File: config.mk
export PLATFORM = sky130hd
export DESIGN_NAME = ascii_flash_command_parser_top
export DESIGN_NICKNAME = d
export VERILOG_FILES = /design/src/rtl/core/acp_pkg.sv /design/src/rtl/core/ascii_flash_command_parser_top.sv /design/src/rtl/core/acp_in_stage.sv /design/src/rtl/core/acp_parse.sv /design/src/rtl/core/acp_out_stage.sv
export SDC_FILE = /design/constraint.sdc
export NUM_CORES = 1
export LEC_CHECK = 0
export ABC_AREA = 0
export BUFFER_PORTS_ARGS = -buffer_cell sky130_fd_sc_hd__buf_2
export CAP_MARGIN = 20
export CORE_ASPECT_RATIO = 1.2
export CORE_MARGIN = 2
export CORE_UTILIZATION = 50
export CTS_BUF_LIST = sky130_fd_sc_hd__clkbuf_2
export DETAILED_ROUTE_END_ITERATION = 8
export GPL_TIMING_DRIVEN = 0
export PLACE_DENSITY = 0.71
export SETUP_SLACK_MARGIN = 0.2
export SLEW_MARGIN = 20
export SYNTH_ARGS = -nofsm -noshare
export SYNTH_HDL_FRONTEND = slang
export SYNTH_SLANG_ARGS = --single-unit
File: constraint.sdc
create_clock -name clk_i -period 8.2 [get_ports clk_i]
set_input_delay 0.41 -clock clk_i [delete_from_list [all_inputs] [get_ports clk_i]]
set_output_delay 0.41 -clock clk_i [all_outputs]
set_load 0.05 [all_outputs]
File: src/rtl/core/acp_pkg.sv
// Shared types, character codes and result format of the ASCII flash command parser.
package acp_pkg;

  localparam int unsigned MaxPayloadDefault = 1024;

  localparam logic [7:0] CharSpace = 8'h20;
  localparam logic [7:0] CharZero  = 8'h30;
  localparam logic [7:0] CharW     = 8'h77;
  localparam logic [7:0] CharR     = 8'h72;
  localparam logic [7:0] CharA     = 8'h61;

  localparam logic [7:0] FieldsWrite = 8'd5;
  localparam logic [7:0] FieldsLread = 8'd4;
  localparam logic [7:0] FieldsOther = 8'd3;

  typedef enum logic [1:0] {
    CMD_WRITE = 2'd0,
    CMD_LREAD = 2'd1,
    CMD_PREAD = 2'd2
  } cmd_e;

  typedef enum logic {
    KIND_DATA = 1'b0,
    KIND_CMD  = 1'b1
  } kind_e;

  typedef struct packed {
    kind_e       kind;
    cmd_e        command;
    logic [15:0] sector;
    logic [15:0] byte_offset;
    logic [15:0] length;
    logic [31:0] address;
    logic [7:0]  data_byte;
    logic [9:0]  data_index;
    logic [10:0] payload_count;
  } result_t;

endpackage

File: src/rtl/core/ascii_flash_command_parser_top.sv
// Top level of the ASCII flash command parser: input register, parser, result register.
// Words pass the input register and the parser; results go to the result register.
// Throughput: one word per cycle unless stalled; each parser state update is one step.
// A word advances out of the input register whenever the result register is empty
// or being read, so a stalled consumer holds the input side after one word.
// Reset (rst_ni low, asynchronous) clears both valid flags and all parser state.
module ascii_flash_command_parser_top #(
  parameter int unsigned MaxPayload = acp_pkg::MaxPayloadDefault
) (
  input  logic        clk_i,
  input  logic        rst_ni,
  input  logic        in_valid_i,
  output logic        in_ready_o,
  input  logic [7:0]  rx_byte_i,
  output logic        out_valid_o,
  input  logic        out_ready_i,
  output logic        kind_o,
  output logic [1:0]  command_o,
  output logic [15:0] sector_o,
  output logic [15:0] byte_offset_o,
  output logic [15:0] length_o,
  output logic [31:0] address_o,
  output logic [7:0]  data_byte_o,
  output logic [9:0]  data_index_o,
  output logic [10:0] payload_count_o
);
  import acp_pkg::*;

  logic       item_valid;
  logic [7:0] item_byte;
  logic       out_free;
  logic       advance;
  logic       fire;
  logic       res_valid;
  result_t    res_next;
  result_t    res_out;

  // The held word moves on whenever the result register can take a result.
  assign advance = out_free;
  assign fire    = item_valid && advance;

  acp_in_stage u_in (
    .clk_i        (clk_i),
    .rst_ni       (rst_ni),
    .in_valid_i   (in_valid_i),
    .in_ready_o   (in_ready_o),
    .rx_byte_i    (rx_byte_i),
    .advance_i    (advance),
    .item_valid_o (item_valid),
    .item_byte_o  (item_byte)
  );

  // Parser state is only updated when a word is actually consumed.
  acp_parse #(
    .MaxPayload (MaxPayload)
  ) u_parse (
    .clk_i       (clk_i),
    .rst_ni      (rst_ni),
    .fire_i      (fire),
    .byte_i      (item_byte),
    .res_valid_o (res_valid),
    .res_o       (res_next)
  );

  acp_out_stage u_out (
    .clk_i       (clk_i),
    .rst_ni      (rst_ni),
    .load_i      (fire && res_valid),
    .res_i       (res_next),
    .free_o      (out_free),
    .out_valid_o (out_valid_o),
    .out_ready_i (out_ready_i),
    .res_o       (res_out)
  );

  assign kind_o          = res_out.kind;
  assign command_o       = res_out.command;
  assign sector_o        = res_out.sector;
  assign byte_offset_o   = res_out.byte_offset;
  assign length_o        = res_out.length;
  assign address_o       = res_out.address;
  assign data_byte_o     = res_out.data_byte;
  assign data_index_o    = res_out.data_index;
  assign payload_count_o = res_out.payload_count;

endmodule

File: src/rtl/core/acp_in_stage.sv
// Input register that holds one received word until the parser consumes it.
module acp_in_stage (
  input  logic       clk_i,
  input  logic       rst_ni,
  input  logic       in_valid_i,
  output logic       in_ready_o,
  input  logic [7:0] rx_byte_i,
  input  logic       advance_i,
  output logic       item_valid_o,
  output logic [7:0] item_byte_o
);

  logic       valid_q, valid_d;
  logic [7:0] byte_q, byte_d;
  logic       take;

  assign in_ready_o = !valid_q || advance_i;
  assign take       = in_valid_i && in_ready_o;

  always_comb begin
    valid_d = valid_q;
    byte_d  = byte_q;
    if (take) begin
      valid_d = 1'b1;
      byte_d  = rx_byte_i;
    end else if (advance_i) begin
      valid_d = 1'b0;
    end
  end

  always_ff @(posedge clk_i or negedge rst_ni) begin
    if (!rst_ni) begin
      valid_q <= 1'b0;
    end else begin
      valid_q <= valid_d;
    end
  end

  always_ff @(posedge clk_i) begin
    byte_q <= byte_d;
  end

  assign item_valid_o = valid_q;
  assign item_byte_o  = byte_q;

endmodule

File: src/rtl/core/acp_parse.sv
// Parser state and the single-word update that decodes commands and payload.
module acp_parse #(
  parameter int unsigned MaxPayload = acp_pkg::MaxPayloadDefault
) (
  input  logic             clk_i,
  input  logic             rst_ni,
  input  logic             fire_i,
  input  logic [7:0]       byte_i,
  output logic             res_valid_o,
  output acp_pkg::result_t res_o
);
  import acp_pkg::*;

  localparam int unsigned KeptW = $clog2(MaxPayload + 1);
  localparam logic [KeptW-1:0] MaxKept = KeptW'(MaxPayload);

  logic             have_q, have_d;
  logic [7:0]       letter_q, letter_d;
  logic [7:0]       fields_q, fields_d;
  logic [15:0]      sector_q, sector_d;
  logic [15:0]      offset_q, offset_d;
  logic [15:0]      length_q, length_d;
  logic [31:0]      address_q, address_d;
  logic [KeptW-1:0] kept_q, kept_d;

  logic [15:0] digit16;
  logic [31:0] digit32;
  logic        known;
  cmd_e        code;

  assign digit16 = {8'd0, byte_i} - {8'd0, CharZero};
  assign digit32 = {24'd0, byte_i} - {24'd0, CharZero};

  // Accumulate one decimal digit: acc*10 as two shifts and an add.
  function automatic logic [15:0] acc16(input logic [15:0] acc, input logic [15:0] dig);
    acc16 = (acc << 3) + (acc << 1) + dig;
  endfunction

  function automatic logic [31:0] acc32(input logic [31:0] acc, input logic [31:0] dig);
    acc32 = (acc << 3) + (acc << 1) + dig;
  endfunction

  always_comb begin
    have_d      = have_q;
    letter_d    = letter_q;
    fields_d    = fields_q;
    sector_d    = sector_q;
    offset_d    = offset_q;
    length_d    = length_q;
    address_d   = address_q;
    kept_d      = kept_q;
    res_valid_o = 1'b0;
    res_o       = '0;
    known       = 1'b0;
    code        = CMD_WRITE;

    if (byte_i == CharSpace) begin
      fields_d = fields_q - 8'd1;
    end else if (!have_q) begin
      letter_d = byte_i;
      if (byte_i == CharW) begin
        fields_d = FieldsWrite;
      end else if (byte_i == CharR) begin
        fields_d = FieldsLread;
      end else begin
        fields_d = FieldsOther;
      end
      have_d = 1'b1;
    end else begin
      unique case (letter_q)
        CharW: begin
          if (fields_q == 8'd4) sector_d = acc16(sector_q, digit16);
          if (fields_q == 8'd3) offset_d = acc16(offset_q, digit16);
          if (fields_q == 8'd2) length_d = acc16(length_q, digit16);
          if (fields_q == 8'd1 && kept_q < MaxKept) begin
            res_valid_o      = 1'b1;
            res_o.kind       = KIND_DATA;
            res_o.data_byte  = byte_i;
            res_o.data_index = 10'(kept_q);
            kept_d           = kept_q + KeptW'(1);
          end
        end
        CharR: begin
          if (fields_q == 8'd3) sector_d = acc16(sector_q, digit16);
          if (fields_q == 8'd2) offset_d = acc16(offset_q, digit16);
          if (fields_q == 8'd1) length_d = acc16(length_q, digit16);
        end
        CharA: begin
          if (fields_q == 8'd2) address_d = acc32(address_q, digit32);
          if (fields_q == 8'd1) length_d  = acc16(length_q, digit16);
        end
        default: ;
      endcase
    end

    // Countdown at zero closes the command, even when spaces alone got it there.
    if (fields_d == 8'd0) begin
      unique case (letter_d)
        CharW:   begin known = 1'b1; code = CMD_WRITE; end
        CharR:   begin known = 1'b1; code = CMD_LREAD; end
        CharA:   begin known = 1'b1; code = CMD_PREAD; end
        default: begin known = 1'b0; code = CMD_WRITE; end
      endcase
      if (known) begin
        res_valid_o         = 1'b1;
        res_o               = '0;
        res_o.kind          = KIND_CMD;
        res_o.command       = code;
        res_o.sector        = sector_d;
        res_o.byte_offset   = offset_d;
        res_o.length        = length_d;
        res_o.address       = address_d;
        res_o.payload_count = 11'(kept_d);
      end
      sector_d  = '0;
      offset_d  = '0;
      length_d  = '0;
      address_d = '0;
      kept_d    = '0;
      have_d    = 1'b0;
    end
  end

  always_ff @(posedge clk_i or negedge rst_ni) begin
    if (!rst_ni) begin
      have_q    <= 1'b0;
      letter_q  <= '0;
      fields_q  <= '0;
      sector_q  <= '0;
      offset_q  <= '0;
      length_q  <= '0;
      address_q <= '0;
      kept_q    <= '0;
    end else if (fire_i) begin
      have_q    <= have_d;
      letter_q  <= letter_d;
      fields_q  <= fields_d;
      sector_q  <= sector_d;
      offset_q  <= offset_d;
      length_q  <= length_d;
      address_q <= address_d;
      kept_q    <= kept_d;
    end
  end

endmodule

File: src/rtl/core/acp_out_stage.sv
// Result register that holds one result word until the consumer takes it.
module acp_out_stage (
  input  logic             clk_i,
  input  logic             rst_ni,
  input  logic             load_i,
  input  acp_pkg::result_t res_i,
  output logic             free_o,
  output logic             out_valid_o,
  input  logic             out_ready_i,
  output acp_pkg::result_t res_o
);
  import acp_pkg::*;

  logic    valid_q, valid_d;
  result_t res_q, res_d;

  assign free_o = !valid_q || out_ready_i;

  always_comb begin
    valid_d = valid_q;
    res_d   = res_q;
    if (load_i) begin
      valid_d = 1'b1;
      res_d   = res_i;
    end else if (out_ready_i) begin
      valid_d = 1'b0;
    end
  end

  always_ff @(posedge clk_i or negedge rst_ni) begin
    if (!rst_ni) begin
      valid_q <= 1'b0;
    end else begin
      valid_q <= valid_d;
    end
  end

  always_ff @(posedge clk_i) begin
    res_q <= res_d;
  end

  assign out_valid_o = valid_q;
  assign res_o       = res_q;

endmodule

==> qor.yml <==
critical_path:
  worstSetupStartpoint: "u_in.item_byte_o[4]"
  endpoint: "u_out.res_o[58]"
  crit_path_cell_trace: "ha_1 > nor3_4 > buf_8 > buf_8 > fa_1 > ha_1 > nand3_1 > nor4_1 > nand2_1 > nor4_1 > o32a_1 > a21oi_1 > mux2_2 > a21oi_1"
  slowest_delay_ns: 0.72
  reg2reg_to: "u_out.res_o[58]"
  startpoint_type: "register"
  ff2ff_path_depth: 14
  critPathSlowestCell: "edfxtp_1"
  reg2reg_slack_ns: 2.83
  critPathArrivalTime_ns: 6.11
  cp_max_fo: 13
  worstPathRequired_ns: 8.94
  critPathCaptureType: "register"
  crit_type: "register to register"
  regToRegStartpoint: "u_in.item_byte_o[4]"
routing:
  detail-route-antenna-nets: 0
  met1_length_um: 16500
  wl_met2_um: 21200
  top_layer: "met4"
  wl_met3_um: 2150
  drc_errors: 0
  routed_wirelength_um: 41200
  drt_first_pass_iters: 5
  routedWlPerCell_um: 19.0
  viasPerCell: 5.72
  num_vias: 12400
  initialDrtViolationCount: 821
logic_synthesis:
  synth_edf_count: 120
  yosysMostFrequentCell: "nand2_1"
  synth_common_cells: "nand2_1, a21oi_1, o21ai_0"
  yosys-top-cells-area: "edfxtp_1, dfrtp_1, fa_1, ha_1, nand2_1"
  ys.flop_type: "edfxtp_1"
  seq_area_frac_synth_pct: 42.4
  synth_top_area_share_pct: 24.0
  synth_seq_cells: 230
  synth_cell_types: 74
  yosysWarnings: 0
  synth_top_area_cell: "edfxtp_1"
  async_reset_ff_share_pct: 47.8
  netlist_area_um2: 15000
  synth_nets: 1691
  synth_cells: 1526
  syn_avg_cell_area_um2: 9.83
power:
  p_sw_share_pct: 28.9
  p_leak_uw: 0.00779
  p_sw_uw: 686
  comb_power_share_pct: 11.7
  p_total_uw: 2370
  powerDensity_nw_per_um2: 139
  power.share.clock_pct: 35.6
  ir_worst_vdd_mv: 0.138
  power_frac_seq_pct: 52.7
  internal_power_uw: 1690
place:
  place_ws_ns: 2.85
  dpl_cell_area_um2: 16400
  place_congestion: 0.956
  hpwl_um: 30400
  port_buffers: 125
sta:
  setup_tns_ns: 0
  setup_viol: 0
  final.setup_skew_ns: 0.0575
  hold_viol_final: 0
  report.final.slew_viol_count: 0
  fin_crit_ns: 5.37
  slew_headroom_pct: 23.6
  fmax_ghz: 0.186
  fin_crit_sh_pct: 65.5
  tightest_slew_ns: 1.14
  setup_slack_ns: 2.83
  rsz0062_at_grt: "no"
clock_network:
  cts_tree: "built"
  cts_setup_buffers: 0
  clk_pin_slew_ns: 0.12
  hold_buffers: 14
  post_cts_resized: 0
  clock-root-buffer: "clkbuf_2"
  clk_latency_ns: 0.90
  htreeDepth: 2
  clock-sinks: 230
  cts.path.max_buffers: 3
  cts_buffers: 57
floorplan:
  dieArea_um2: 31400
  die_h_um: 194
  core_region_area_um2: 29600
  initial_core_util_pct: 50.7
  die_x_um: 162
  ios: 126
  rows: 69
grt:
  grt_pass1_wl_um: 65300
  grt_usage_pct: 26.6
  overflow: 0
  grt_pass1_vias: 12300
  grt_max_degree: 71
  antenna_found_initial: 1
run:
  drv_cap: 0
worst_hold_path:
  hold_class: "input port to register"
cells_and_area:
  final_area_um2: 17100
  fin_nets: 1899
  drive_above_1_share_pct: 15.6
  area_growth_syn_to_layout_pct: 14.1
status:
  status: "completed"
-- through the flow --
stage / util, % / hold slack, ns / instances
after global placement: 54.4 / 0.462 / 2041
final: 57.8 / 0.264 / 2174
after detailed placement: 55.3 / 0.363 / 2051
after global routing: 57.8 / 0.163 / 2174
after floorplan: - / 0.114 / 1526
after CTS: 57.8 / 0.143 / 2173
-- critical path, delay by kind of cell (launching register included) --
kind	cells	cell delay, ns
AO/OA/AOI/OAI	3	0.62
multiplexers	1	0.30
adder cells (fa/ha/maj)	3	1.25
AND/OR/NAND/NOR	5	1.87
buffers and inverters	2	0.45
flip-flops	1	0.72
-- final cells by class --
cell class	count	area, um2
diodes	1	2.50
plain buffers	60	268
clock buffers	74	370
clock inverters	34	218
fillers	2639	12500
inverters	89	334
multi-input cells	1147	8080
flip-flops and latches	230	6360
well taps	390	488
repair buffers	149	1000
-- sequential cells by signal (all words and copies together) (netlist names), 8 cells and up --
| name | count |
|---|---|
| u_parse.letter_q | 8 |
| u_parse.fields_q | 8 |
| u_parse.address_q | 32 |
| u_parse.sector_q | 16 |
| u_out.res_o | 112 |
| u_parse.offset_q | 16 |
| u_parse.kept_q | 11 |
| u_parse.length_q | 16 |
| u_in.item_byte_o | 8 |
-- kinds of logic after synthesis --
kind of cell	count (synthesis)	share of synthesized area [%]
simple gates	512	16.0
flops	230	42.4
mux	21	1.47
fa+ha+maj	153	16.2
xor+xnor	65	3.80
compound gates	396	16.2
buf+inv	149	4.01
-- routing by layer --
layer / up-vias / track usage (%)
li1: 5888 / -
met4: 0 / 10.6
met1: 6036 / 32.4
met5: - / 0
met2: 413 / 47.0
met3: 94 / 4.11
-- power groups by stage --
stage | combinational (uW) | clock, uW | sequential, uW
final | 279 | 845 | 1250
after global routing | 313 | 922 | 1250
after CTS | 277 | 872 | 1250
after detailed placement | 269 | 0 | 1270
after global placement | 256 | 0 | 1270
after floorplan | 189 | 0 | 1270
-- worst min-delay path by stage --
| stage | slack (ns) | from | cells after the start | to |
|---|---|---|---|---|
| after CTS | 0.14 | rx_byte_i[5] | 2 | u_in.item_byte_o[5] |
| final | 0.26 | rx_byte_i[1] | 2 | u_in.item_byte_o[1] |
| after floorplan | 0.11 | rst_ni | 0 | u_in.item_valid_o |
| after global placement | 0.46 | u_parse.address_q[31] | 2 | u_parse.address_q[31] |
| after detailed placement | 0.36 | rst_ni | 1 | u_parse.length_q[10] |
| after global routing | 0.16 | rx_byte_i[5] | 2 | u_in.item_byte_o[5] |
-- cell usage in the layout (no fill, tap or decap), types with 49 or more instances in the layout --
cell and n:
a21oi_1 126, buf_2 144, clkbuf_2 76, dfrtp_1 110
edfxtp_1 120, fa_1 68, ha_1 85, inv_1 89
nand2_1 227, nor2_1 91, o21ai_0 124, xnor2_1 49
No activity file was read; power rests on OpenSTA's default activity.
